[src/sv/assert_macros.svh]
// Assertion macros shared by the estimator RTL.
// No dependencies; included by the modules that check their own logic.
`ifndef ASSERT_MACROS_SVH
`define ASSERT_MACROS_SVH

// Same-cycle implication, disabled during reset.
`define ASSERT_IMPLIES(label, clk, rst, pre, post) \
  label: assert property (@(posedge clk) disable iff (rst) (pre) |-> (post)) \
    else $error("assertion failed");

// Next-cycle implication, disabled during reset.
`define ASSERT_NEXT(label, clk, rst, pre, post) \
  label: assert property (@(posedge clk) disable iff (rst) (pre) |=> (post)) \
    else $error("assertion failed");

`endif

[src/sv/tbe_pkg.sv]
// Shared types and constants of the timestamp bitrate estimator.
// No dependencies; used by the interfaces, controller, datapath and top level.
package tbe_pkg;

  localparam int CommandW   = 2;
  localparam int StampW     = 33;
  localparam int BytesW     = 16;
  localparam int RateW      = 31;
  localparam int SumW       = 32;
  localparam int WindowW    = 8;
  localparam int WindowLeftW = 9;
  localparam int MaxGapW    = 24;
  localparam int CfgIndexW  = 1;
  localparam int CfgDataW   = 24;

  localparam int ScaleW     = 20;
  localparam int ProductW   = SumW + ScaleW;
  localparam int DivSteps   = RateW;
  localparam int DivCountW  = 5;

  localparam logic [ScaleW-1:0]  RateScale       = ScaleW'(90000 * 8);
  localparam logic [RateW-1:0]   RateMax         = '1;
  localparam logic [WindowW-1:0] WindowLenReset  = 8'd20;
  localparam logic [MaxGapW-1:0] MaxGapReset     = 24'd220000;
  localparam int                 HysteresisShift = 6;

  typedef enum logic [CommandW-1:0] {
    CMD_SAMPLE  = 2'd0,
    CMD_RESET   = 2'd1,
    CMD_DISCONT = 2'd2
  } command_t;

  typedef enum logic [CfgIndexW-1:0] {
    REG_WINDOW_LENGTH = 1'b0,
    REG_MAX_GAP       = 1'b1
  } reg_index_t;

  typedef struct packed {
    logic capture;
    logic step;
    logic mul;
    logic div_init;
    logic div_step;
    logic compare;
    logic emit;
  } cmd_t;

  typedef struct packed {
    logic recompute;
    logic div_done;
    logic out_free;
  } stat_t;

endpackage

[src/sv/tbe_ifs.sv]
// Valid/ready channel interfaces of the estimator: samples, results, register writes.
// Depends on tbe_pkg for field widths.
interface tbe_sample_if;
  logic                          valid;
  logic                          ready;
  logic [tbe_pkg::CommandW-1:0]  command;
  logic [tbe_pkg::StampW-1:0]    stamp;
  logic [tbe_pkg::BytesW-1:0]    byte_count;

  modport source (output valid, command, stamp, byte_count, input ready);
  modport sink   (input valid, command, stamp, byte_count, output ready);
endinterface

interface tbe_result_if;
  logic                       valid;
  logic                       ready;
  logic [tbe_pkg::RateW-1:0]  rate;
  logic                       rate_changed;

  modport source (output valid, rate, rate_changed, input ready);
  modport sink   (input valid, rate, rate_changed, output ready);
endinterface

interface tbe_cfg_if;
  logic                           valid;
  logic                           ready;
  logic [tbe_pkg::CfgIndexW-1:0]  index;
  logic [tbe_pkg::CfgDataW-1:0]   data;

  modport source (output valid, index, data, input ready);
  modport sink   (input valid, index, data, output ready);
endinterface

[src/sv/tbe_ctrl.sv]
// Sequencing state machine of the estimator.
// Depends on tbe_pkg (cmd_t, stat_t) and assert_macros.svh.
`include "assert_macros.svh"

module tbe_ctrl (
  input  logic           clk,
  input  logic           rst,
  input  logic           in_valid,
  output logic           in_ready,
  input  tbe_pkg::stat_t stat,
  output tbe_pkg::cmd_t  cmd
);

  typedef enum logic [2:0] {
    S_IDLE,
    S_STEP,
    S_MUL,
    S_INIT,
    S_DIV,
    S_CMP,
    S_EMIT
  } state_t;

  state_t state;

  always_ff @(posedge clk) begin
    if (rst) begin
      state <= S_IDLE;
    end else begin
      unique case (state)
        S_IDLE: if (in_valid) state <= S_STEP;
        S_STEP: state <= stat.recompute ? S_MUL : S_EMIT;
        S_MUL:  state <= S_INIT;
        S_INIT: state <= S_DIV;
        S_DIV:  if (stat.div_done) state <= S_CMP;
        S_CMP:  state <= S_EMIT;
        S_EMIT: if (stat.out_free) state <= S_IDLE;
        default: state <= S_IDLE;
      endcase
    end
  end

  assign in_ready = (state == S_IDLE);

  always_comb begin
    cmd          = '0;
    cmd.capture  = (state == S_IDLE) && in_valid;
    cmd.step     = (state == S_STEP);
    cmd.mul      = (state == S_MUL);
    cmd.div_init = (state == S_INIT);
    cmd.div_step = (state == S_DIV);
    cmd.compare  = (state == S_CMP);
    cmd.emit     = (state == S_EMIT) && stat.out_free;
  end

  `ASSERT_NEXT(a_accept_step, clk, rst, in_valid && in_ready, state == S_STEP)
  `ASSERT_IMPLIES(a_emit_free, clk, rst, cmd.emit, stat.out_free)
  `ASSERT_IMPLIES(a_one_cmd, clk, rst, 1'b1, $onehot0(cmd))

endmodule

[src/sv/tbe_dp.sv]
// Datapath: estimator state, 32x20 product, restoring divider, output register.
// Depends on tbe_pkg and assert_macros.svh; driven by tbe_ctrl.
`include "assert_macros.svh"

module tbe_dp (
  input  logic                            clk,
  input  logic                            rst,
  input  tbe_pkg::cmd_t                   cmd,
  output tbe_pkg::stat_t                  stat,
  input  logic [tbe_pkg::CommandW-1:0]    in_command,
  input  logic [tbe_pkg::StampW-1:0]      in_stamp,
  input  logic [tbe_pkg::BytesW-1:0]      in_byte_count,
  input  logic                            cfg_valid,
  input  logic [tbe_pkg::CfgIndexW-1:0]   cfg_index,
  input  logic [tbe_pkg::CfgDataW-1:0]    cfg_data,
  input  logic                            out_ready,
  output logic                            out_valid,
  output logic [tbe_pkg::RateW-1:0]       out_rate,
  output logic                            out_rate_changed
);

  // configuration
  logic [tbe_pkg::WindowW-1:0]     window_length;
  logic [tbe_pkg::MaxGapW-1:0]     max_gap_ticks;

  // estimator state
  logic [tbe_pkg::StampW-1:0]      last_stamp, last_stamp_next;
  logic [tbe_pkg::SumW-1:0]        pending_bytes, pending_bytes_next;
  logic [tbe_pkg::SumW-1:0]        tick_sum, tick_sum_next;
  logic [tbe_pkg::SumW-1:0]        byte_sum, byte_sum_next;
  logic [tbe_pkg::WindowLeftW-1:0] window_left, window_left_next;
  logic [tbe_pkg::RateW-1:0]       reported_rate, reported_rate_next;
  logic                            changed;

  // captured item
  logic [tbe_pkg::CommandW-1:0]    command_q;
  logic [tbe_pkg::StampW-1:0]      stamp_q;
  logic [tbe_pkg::BytesW-1:0]      bytes_q;

  // division
  logic [tbe_pkg::ProductW-1:0]    product;
  logic [tbe_pkg::SumW-1:0]        divisor_q;
  logic                            sat_q;
  logic [tbe_pkg::SumW-1:0]        rem;
  logic [tbe_pkg::RateW-1:0]       dividend_lo;
  logic [tbe_pkg::RateW-1:0]       quo;
  logic [tbe_pkg::DivCountW-1:0]   div_count;

  logic signed [tbe_pkg::StampW:0] gap, max_s;
  logic [tbe_pkg::SumW-1:0]        tick_add, byte_add;
  logic                            moved, recompute_next;
  logic [tbe_pkg::SumW:0]          trial, trial_diff;
  logic                            trial_ge;
  logic [tbe_pkg::RateW-1:0]       rate_new, rate_step;

  assign gap      = $signed({1'b0, stamp_q}) - $signed({1'b0, last_stamp});
  assign max_s    = $signed({{(tbe_pkg::StampW + 1 - tbe_pkg::MaxGapW){1'b0}}, max_gap_ticks});
  assign tick_add = tick_sum + gap[tbe_pkg::SumW-1:0];
  assign byte_add = byte_sum + pending_bytes;

  always_comb begin
    last_stamp_next    = last_stamp;
    pending_bytes_next = pending_bytes;
    tick_sum_next      = tick_sum;
    byte_sum_next      = byte_sum;
    window_left_next   = window_left;
    reported_rate_next = reported_rate;
    recompute_next     = 1'b0;
    moved              = 1'b0;
    case (tbe_pkg::command_t'(command_q))
      tbe_pkg::CMD_RESET: begin
        last_stamp_next    = '0;
        pending_bytes_next = '0;
        tick_sum_next      = tbe_pkg::SumW'(1);
        byte_sum_next      = '0;
        window_left_next   = {1'b0, window_length};
        reported_rate_next = '0;
      end
      tbe_pkg::CMD_DISCONT: begin
        last_stamp_next    = '0;
        pending_bytes_next = '0;
      end
      tbe_pkg::CMD_SAMPLE: begin
        if (stamp_q != '0) begin
          if (gap > 0) begin
            if (gap < max_s) begin
              moved         = 1'b1;
              tick_sum_next = tick_add;
              byte_sum_next = byte_add;
              if (window_left == '0) begin
                window_left_next = {1'b0, window_length};
                recompute_next   = 1'b1;
                if (tick_add[tbe_pkg::SumW-1] || byte_add[tbe_pkg::SumW-1]) begin
                  tick_sum_next = tick_add >> 1;
                  byte_sum_next = byte_add >> 1;
                end
              end else begin
                window_left_next = window_left - 1'b1;
              end
            end
            last_stamp_next = stamp_q;
          end else if (gap <= -max_s) begin
            last_stamp_next = stamp_q;
          end
        end
        pending_bytes_next = (moved ? '0 : pending_bytes) + tbe_pkg::SumW'(bytes_q);
      end
      default: ;
    endcase
  end

  assign trial      = {rem, dividend_lo[tbe_pkg::RateW-1]};
  assign trial_diff = trial - {1'b0, divisor_q};
  assign trial_ge   = (trial >= {1'b0, divisor_q});

  assign rate_new  = sat_q ? tbe_pkg::RateMax : quo;
  assign rate_step = (rate_new >= reported_rate) ? rate_new - reported_rate
                                                 : reported_rate - rate_new;

  always_ff @(posedge clk) begin
    if (rst) begin
      window_length <= tbe_pkg::WindowLenReset;
      max_gap_ticks <= tbe_pkg::MaxGapReset;
      last_stamp    <= '0;
      pending_bytes <= '0;
      tick_sum      <= tbe_pkg::SumW'(1);
      byte_sum      <= '0;
      window_left   <= {1'b0, tbe_pkg::WindowLenReset};
      reported_rate <= '0;
      changed       <= 1'b0;
      div_count     <= '0;
      out_valid     <= 1'b0;
    end else begin
      if (cfg_valid) begin
        unique case (tbe_pkg::reg_index_t'(cfg_index))
          tbe_pkg::REG_WINDOW_LENGTH: window_length <= cfg_data[tbe_pkg::WindowW-1:0];
          tbe_pkg::REG_MAX_GAP:       max_gap_ticks <= cfg_data;
          default: ;
        endcase
      end
      if (cmd.step) begin
        last_stamp    <= last_stamp_next;
        pending_bytes <= pending_bytes_next;
        tick_sum      <= tick_sum_next;
        byte_sum      <= byte_sum_next;
        window_left   <= window_left_next;
        reported_rate <= reported_rate_next;
        changed       <= 1'b0;
      end
      if (cmd.div_init) begin
        div_count <= '0;
      end else if (cmd.div_step) begin
        div_count <= div_count + 1'b1;
      end
      if (cmd.compare && (rate_step > (rate_new >> tbe_pkg::HysteresisShift))) begin
        reported_rate <= rate_new;
        changed       <= 1'b1;
      end
      if (cmd.emit) begin
        out_valid <= 1'b1;
      end else if (out_ready) begin
        out_valid <= 1'b0;
      end
    end
  end

  always_ff @(posedge clk) begin
    if (cmd.capture) begin
      command_q <= in_command;
      stamp_q   <= in_stamp;
      bytes_q   <= in_byte_count;
    end
    if (cmd.mul) begin
      product   <= {{tbe_pkg::ScaleW{1'b0}}, byte_sum}
                 * {{tbe_pkg::SumW{1'b0}}, tbe_pkg::RateScale};
      divisor_q <= (tick_sum == '0) ? tbe_pkg::SumW'(1) : tick_sum;
    end
    if (cmd.div_init) begin
      sat_q       <= {{(tbe_pkg::SumW + tbe_pkg::RateW - tbe_pkg::ProductW){1'b0}}, product}
                  >= {divisor_q, {tbe_pkg::RateW{1'b0}}};
      rem         <= {{(tbe_pkg::SumW - (tbe_pkg::ProductW - tbe_pkg::RateW)){1'b0}},
                      product[tbe_pkg::ProductW-1:tbe_pkg::RateW]};
      dividend_lo <= product[tbe_pkg::RateW-1:0];
      quo         <= '0;
    end else if (cmd.div_step) begin
      rem         <= trial_ge ? trial_diff[tbe_pkg::SumW-1:0] : trial[tbe_pkg::SumW-1:0];
      quo         <= {quo[tbe_pkg::RateW-2:0], trial_ge};
      dividend_lo <= dividend_lo << 1;
    end
    if (cmd.emit) begin
      out_rate         <= reported_rate;
      out_rate_changed <= changed;
    end
  end

  assign stat.recompute = recompute_next;
  assign stat.div_done  = (div_count == tbe_pkg::DivCountW'(tbe_pkg::DivSteps - 1));
  assign stat.out_free  = !out_valid || out_ready;

  `ASSERT_IMPLIES(a_rem_below_div, clk, rst, cmd.div_step && !sat_q, rem < divisor_q)
  `ASSERT_NEXT(a_emit_valid, clk, rst, cmd.emit, out_valid)

endmodule

[src/sv/timestamp_bitrate_estimator_top.sv]
// Top level of the timestamp bitrate estimator.
// Depends on tbe_pkg, tbe_ifs (channel interfaces), tbe_ctrl and tbe_dp.

// One result per sample item. An item whose gap closes a window passes, from
// acceptance until the next item can be taken, through capture, state update,
// the product, a range check, the bit-serial restoring divider, the hysteresis
// compare and the output load. Every other item passes through capture, state
// update and the output load only. A finished result waits in the output
// register while the next item is accepted. Register writes are taken in any
// cycle and must only be issued while the block is idle.
module timestamp_bitrate_estimator_top (
  input  logic         clk,
  input  logic         rst,
  tbe_sample_if.sink   sample,
  tbe_result_if.source result,
  tbe_cfg_if.sink      cfg
);

  tbe_pkg::cmd_t  cmd;
  tbe_pkg::stat_t stat;

  assign cfg.ready = 1'b1;

  tbe_ctrl u_ctrl (
    .clk      (clk),
    .rst      (rst),
    .in_valid (sample.valid),
    .in_ready (sample.ready),
    .stat     (stat),
    .cmd      (cmd)
  );

  tbe_dp u_dp (
    .clk              (clk),
    .rst              (rst),
    .cmd              (cmd),
    .stat             (stat),
    .in_command       (sample.command),
    .in_stamp         (sample.stamp),
    .in_byte_count    (sample.byte_count),
    .cfg_valid        (cfg.valid),
    .cfg_index        (cfg.index),
    .cfg_data         (cfg.data),
    .out_ready        (result.ready),
    .out_valid        (result.valid),
    .out_rate         (result.rate),
    .out_rate_changed (result.rate_changed)
  );

endmodule

[src/flat_wrapper.sv]
// flat-port wrapper written by rule: the top's interface ports become plain ports
module timestamp_bitrate_estimator_top_flat 
  (clk, rst, sample_valid, sample_command, sample_stamp, sample_byte_count, sample_ready, result_valid, result_rate, result_rate_changed, result_ready, cfg_valid, cfg_index, cfg_data, cfg_ready);
  tbe_sample_if sample_i ();
  tbe_result_if result_i ();
  tbe_cfg_if cfg_i ();
  input  logic clk;
  input  logic rst;
  input wire logic [$bits(sample_i.valid)-1:0] sample_valid;
  input wire logic [$bits(sample_i.command)-1:0] sample_command;
  input wire logic [$bits(sample_i.stamp)-1:0] sample_stamp;
  input wire logic [$bits(sample_i.byte_count)-1:0] sample_byte_count;
  output wire logic [$bits(sample_i.ready)-1:0] sample_ready;
  output wire logic [$bits(result_i.valid)-1:0] result_valid;
  output wire logic [$bits(result_i.rate)-1:0] result_rate;
  output wire logic [$bits(result_i.rate_changed)-1:0] result_rate_changed;
  input wire logic [$bits(result_i.ready)-1:0] result_ready;
  input wire logic [$bits(cfg_i.valid)-1:0] cfg_valid;
  input wire logic [$bits(cfg_i.index)-1:0] cfg_index;
  input wire logic [$bits(cfg_i.data)-1:0] cfg_data;
  output wire logic [$bits(cfg_i.ready)-1:0] cfg_ready;
  assign sample_i.valid = sample_valid;
  assign sample_i.command = sample_command;
  assign sample_i.stamp = sample_stamp;
  assign sample_i.byte_count = sample_byte_count;
  assign sample_ready = sample_i.ready;
  assign result_valid = result_i.valid;
  assign result_rate = result_i.rate;
  assign result_rate_changed = result_i.rate_changed;
  assign result_i.ready = result_ready;
  assign cfg_i.valid = cfg_valid;
  assign cfg_i.index = cfg_index;
  assign cfg_i.data = cfg_data;
  assign cfg_ready = cfg_i.ready;
  timestamp_bitrate_estimator_top u_core (.clk(clk), .rst(rst), .sample(sample_i), .result(result_i), .cfg(cfg_i));
endmodule
[config.mk]
export PLATFORM = sky130hd
export DESIGN_NAME = timestamp_bitrate_estimator_top_flat
export DESIGN_NICKNAME = d
export VERILOG_FILES = /design/src/sv/tbe_pkg.sv /design/src/sv/tbe_ifs.sv /design/src/sv/tbe_ctrl.sv /design/src/sv/tbe_dp.sv /design/src/sv/timestamp_bitrate_estimator_top.sv /design/src/flat_wrapper.sv
export VERILOG_INCLUDE_DIRS = /design/src /design/src/sv
export SDC_FILE = /design/constraint.sdc
export NUM_CORES = 2
export LEC_CHECK = 0
export BUFFER_PORTS_ARGS = -buffer_cell sky130_fd_sc_hd__buf_4
export CAP_MARGIN = 10
export CORE_MARGIN = 5
export CORE_UTILIZATION = 42
export CTS_BUF_LIST = sky130_fd_sc_hd__clkbuf_8 sky130_fd_sc_hd__clkbuf_16
export CTS_CLUSTER_DIAMETER = 200
export CTS_CLUSTER_SIZE = 10
export DETAILED_ROUTE_END_ITERATION = 8
export PLACE_DENSITY = 0.63
export SLEW_MARGIN = 40
export SYNTH_ARGS = -nofsm -noshare
export SYNTH_HDL_FRONTEND = slang
export SYNTH_SLANG_ARGS = --single-unit
[constraint.sdc]
create_clock -name clk -period 20.3 [get_ports clk]
set_input_delay 1.015 -clock clk [delete_from_list [all_inputs] [get_ports clk]]
set_output_delay 1.015 -clock clk [all_outputs]
set_load 0.01 [all_outputs]
==> key figures <==
Floorplanning
  – Total die area: 0.102 sq mm
  – Die Wd: roughly 320 um
  – DIE HEIGHT: roughly 320 um
  – Starting Density: 0.422
  – I/O pin total: around 120
  – Placement row count: 113
  – Core Area: 0.0949 sq mm

Finish
  – Most frequent cells in the layout: inv_1 (646), ha_1 (477), nand2_1 (426)
  – # diodes: 0
  – Final std cells w/o fill: around 5800
  – Commonest non-fill, non-tap cell in the layout: inv_1
  – Layout area overhead: 9.06%
  – Fillers: 9165
  – Post-route cell area: between 0.04 and 0.05 sq mm
  – Final nets: approximately 5300
  – Fraction of layout cells with a size suffix above 1: 0.0571

STA
  – Final max-slew violation count: 0
  – RSZ-0062 raised after global routing: no
  – Setup violation total in the final timing report: 0
  – FMAX: between 0.1 and 0.15 GHz
  – Worst rel slew slack: 0.422
  – Crit share post-route: 0.410
  – Slew @ Worst Pin: approximately 0.86 ns
  – Period minus WS final: ~8.3 ns
  – Fin Setup TNS: 0 ns
  – Worst-case clock skew: 0.0241 ns
  – Hold Violations, Final: 0
  – Setup WS post-layout: ~12 ns

Logic synthesis
  – Register bit total from synthesis: ~460
  – Simple-Gate Fraction of Synth Area: 0.143
  – Number of synthesized flops with an enable pin: around 200
  – Synth Area in Compound Gates: 0.185
  – Synth Area per Inst: 8.88 sq um
  – Post-synth ARST share: 0
  – Adder-cell share of the synthesized area: 0.255
  – Ys flop type: dfxtp_1
  – Synth Net Count: between 5000 and 6000
  – Mux cell area share after synthesis: 0.0159
  – Ys Warns: 0
  – Yosys cell types: 95
  – Gate Count Post-Synth: ~4500
  – Largest family of logic cells by synthesized area: adder cells
  – Synth Cell Area: ~0.04 sq mm
  – Register area share after synthesis: 0.281
  – Post-synthesis xor/xnor area fraction: 0.0430

Routing
  – DR pass1 iterations: 6
  – Overall routed net length: between 100000 and 150000 um
  – Initial drt markers: ~2200
  – Via/cell ratio: approximately 5.5
  – DRC viols: 0
  – WL/cell: 17.8 um
  – DR vias: between 30000 and 40000
  – Antenna-violating nets left: 0

Clocking
  – Clock latency on the worst-skew pair: about 0.63 ns
  – Sink Count: around 460
  – CTS tree: yes
  – Clock root cell: clkbuf_16
  – Register clock-pin slew on the reported worst setup and hold paths: about 0.06 ns
  – Post-CTS Hold Buffers: 0
  – Htree depth: 2
  – # resized after CTS: 0
  – Postcts setup bufs: 0
  – TritonCTS buffer count: 51
  – Clk buf depth: 3

Placement
  – Post-DP HPWL: ~82000 um
  – RD Place Congestion: 0.924
  – IO Port Bufs: 114
  – Worst slack at placement: between 10 and 15 ns
  – Placed cell area: 0.0422 sq mm
  – DP Cell Count: approximately 5700

Power
  – P_int: roughly 1800 uW
  – Comb pwr share: 0.269
  – VDD IR max: between 0.06 and 0.07 mV
  – Sw Share: 0.328
  – P per Cell Area: 60.4 mW/mm^2
  – Leakage: a little over 0.02 uW
  – Sw Pwr: slightly below 900 uW
  – Clk pwr share: 0.324
  – Reg power frac: 0.407

Run status
  – Status: completed

Global routing
  – Vias in the first global route: between 30000 and 40000
  – Global-route wire length before repair: roughly 170000 um
  – Total global-route track usage: 0.202
  – GRT overflow: 0
  – Largest net degree at the start of global routing: between 70 and 80
  – Antenna violations before repair: 0

Critical path
  – Crit path top cell by count: inv_1
  – Crit Path Class: reg -> reg
  – Top Family by Delay on Critical Path: compound AO/OA/AOI/OAI gates
  – Buf/Inv on CP: 5
  – Critical Path Source Type: flop
  – Critical Path AT: approximately 9 ns
  – Worst stage delay on the critical path: roughly 0.48 ns
  – CP endpoint kind: flop
  – WP data required: about 21 ns
  – Slowest stage cell, crit path: buf_4
  – Max FO, Critical Path: 52

Flow run
  – Max Cap Viol: 0

Worst hold path
  – Worst Hold Class: reg -> reg
==> cell usage after synthesis (10+ instances only) <==
master,number,area [sq um]
nand3b_1,10,75.1
o21a_1,57,428
dfxtp_1,253,5060
nor2b_1,43,269
fa_1,212,4240
o21bai_1,29,218
a211o_1,13,114
o2bb2ai_1,67,587
a221oi_1,11,96.3
edfxtp_1,206,6190
o21ai_1,21,105
xnor2_1,138,1210
o21ai_0,155,776
xor2_1,55,482
a21oi_1,297,1490
nand3_1,72,360
a31oi_1,55,344
or3_1,24,150
a32oi_1,16,140
nand4_1,63,394
clkbuf_1,124,465
o2111ai_1,13,114
o221ai_1,10,87.6
and3_1,29,181
and4_1,13,114
o31ai_1,18,135
ha_1,477,5970
and2_1,44,275
a2111oi_0,12,105
nor3_1,77,385
or4_1,10,75.1
a211oi_1,28,210
nor2_1,270,1010
o211ai_1,31,233
mux2i_1,59,591
inv_1,613,2300
a21o_1,164,1230
nand2_1,426,1600
nand2b_1,39,244
buf_2,31,155
buf_1,11,41.3
nor4_1,43,269
==> per-stage QoR <==
step / util / hold WS (ns) / power [uW]
after floorplan: - / 0.408 / 1590
after global placement: 0.443 / 0.430 / 1780
after detailed placement: 0.444 / 0.437 / 1800
after CTS: 0.460 / 0.448 / 2670
after global routing: 0.460 / 0.478 / 2790
final: 0.460 / 0.452 / 2640
==> power by group through the flow <==
stage / combinational [uW] / sequential [uW] / clock, uW
after global placement: 689 / 1090 / 0
after global routing: 792 / 1080 / 920
final: 709 / 1070 / 856
after detailed placement: 704 / 1090 / 0
after floorplan: 508 / 1080 / 0
after CTS: 708 / 1070 / 885
==> flip-flops by register name, indices dropped and copies added, names as in the netlist, 8 cells and up <==
signal / flops
u_core.u_dp.rem: 32
u_core.u_dp.byte_sum: 32
u_core.u_dp.product: 45
u_core.u_dp.divisor_q: 32
u_core.u_dp.quo: 31
u_core.u_dp.out_rate: 31
u_core.u_dp.dividend_lo: 24
u_core.u_dp.stamp_q: 33
u_core.u_dp.tick_sum: 32
u_core.u_dp.window_left: 9
u_core.u_dp.max_gap_ticks: 24
u_core.u_dp.window_length: 8
u_core.u_dp.reported_rate: 31
u_core.u_dp.last_stamp: 33
u_core.u_dp.bytes_q: 16
u_core.u_dp.pending_bytes: 32
==> metal layers <==
layer  global-route usage  up-vias  wire, um
li1                     -    15900         -
met1                0.279    15300     48500
met2                0.334      714     47100
met3               0.0248      149      4760
met4               0.0598        0      3330
met5                    0        -         0
==> cell type report <==
class | instances | area, sq um | area share
Tap cell | 1265 | 1580 | 0.0362
Clock inverter | 37 | 181 | 0.00416
Sequential cell | 459 | 11300 | 0.258
Timing Repair Buffer | 157 | 1230 | 0.0282
Multi-Input combinational cell | 3255 | 25800 | 0.591
Clock buffer | 52 | 1300 | 0.0298
Inverter | 614 | 2300 | 0.0528
==> final timing paths <==
| path | cells past startpoint | from | slack (ns) | to |
|---|---|---|---|---|
| worst max register to register | 35 | u_core.u_dp.stamp_q[0] | 11.99 | u_core.u_dp.pending_bytes[24] |
| worst min-delay path | 2 | u_core.u_dp.window_left[8] | 0.45 | u_core.u_dp.window_left[8] |
| worst max-delay path | 35 | u_core.u_dp.stamp_q[0] | 11.99 | u_core.u_dp.pending_bytes[24] |
| worst min register to register | 2 | u_core.u_dp.window_left[8] | 0.45 | u_core.u_dp.window_left[8] |
==> cells by family after synthesis <==
logic type      after synthesis
fa+ha+maj                   689
compound gates             1105
flops                       459
buf+inv                     792
xor+xnor                    195
mux                          63
other cells                   1
simple gates               1202
==> worst min-delay path, stage by stage (launching register included) <==
cell	delay [ns]
dfxtp_1	0.32
nand2_1	0.06
a21oi_1	0.03
(Power assumes the default switching activity.)
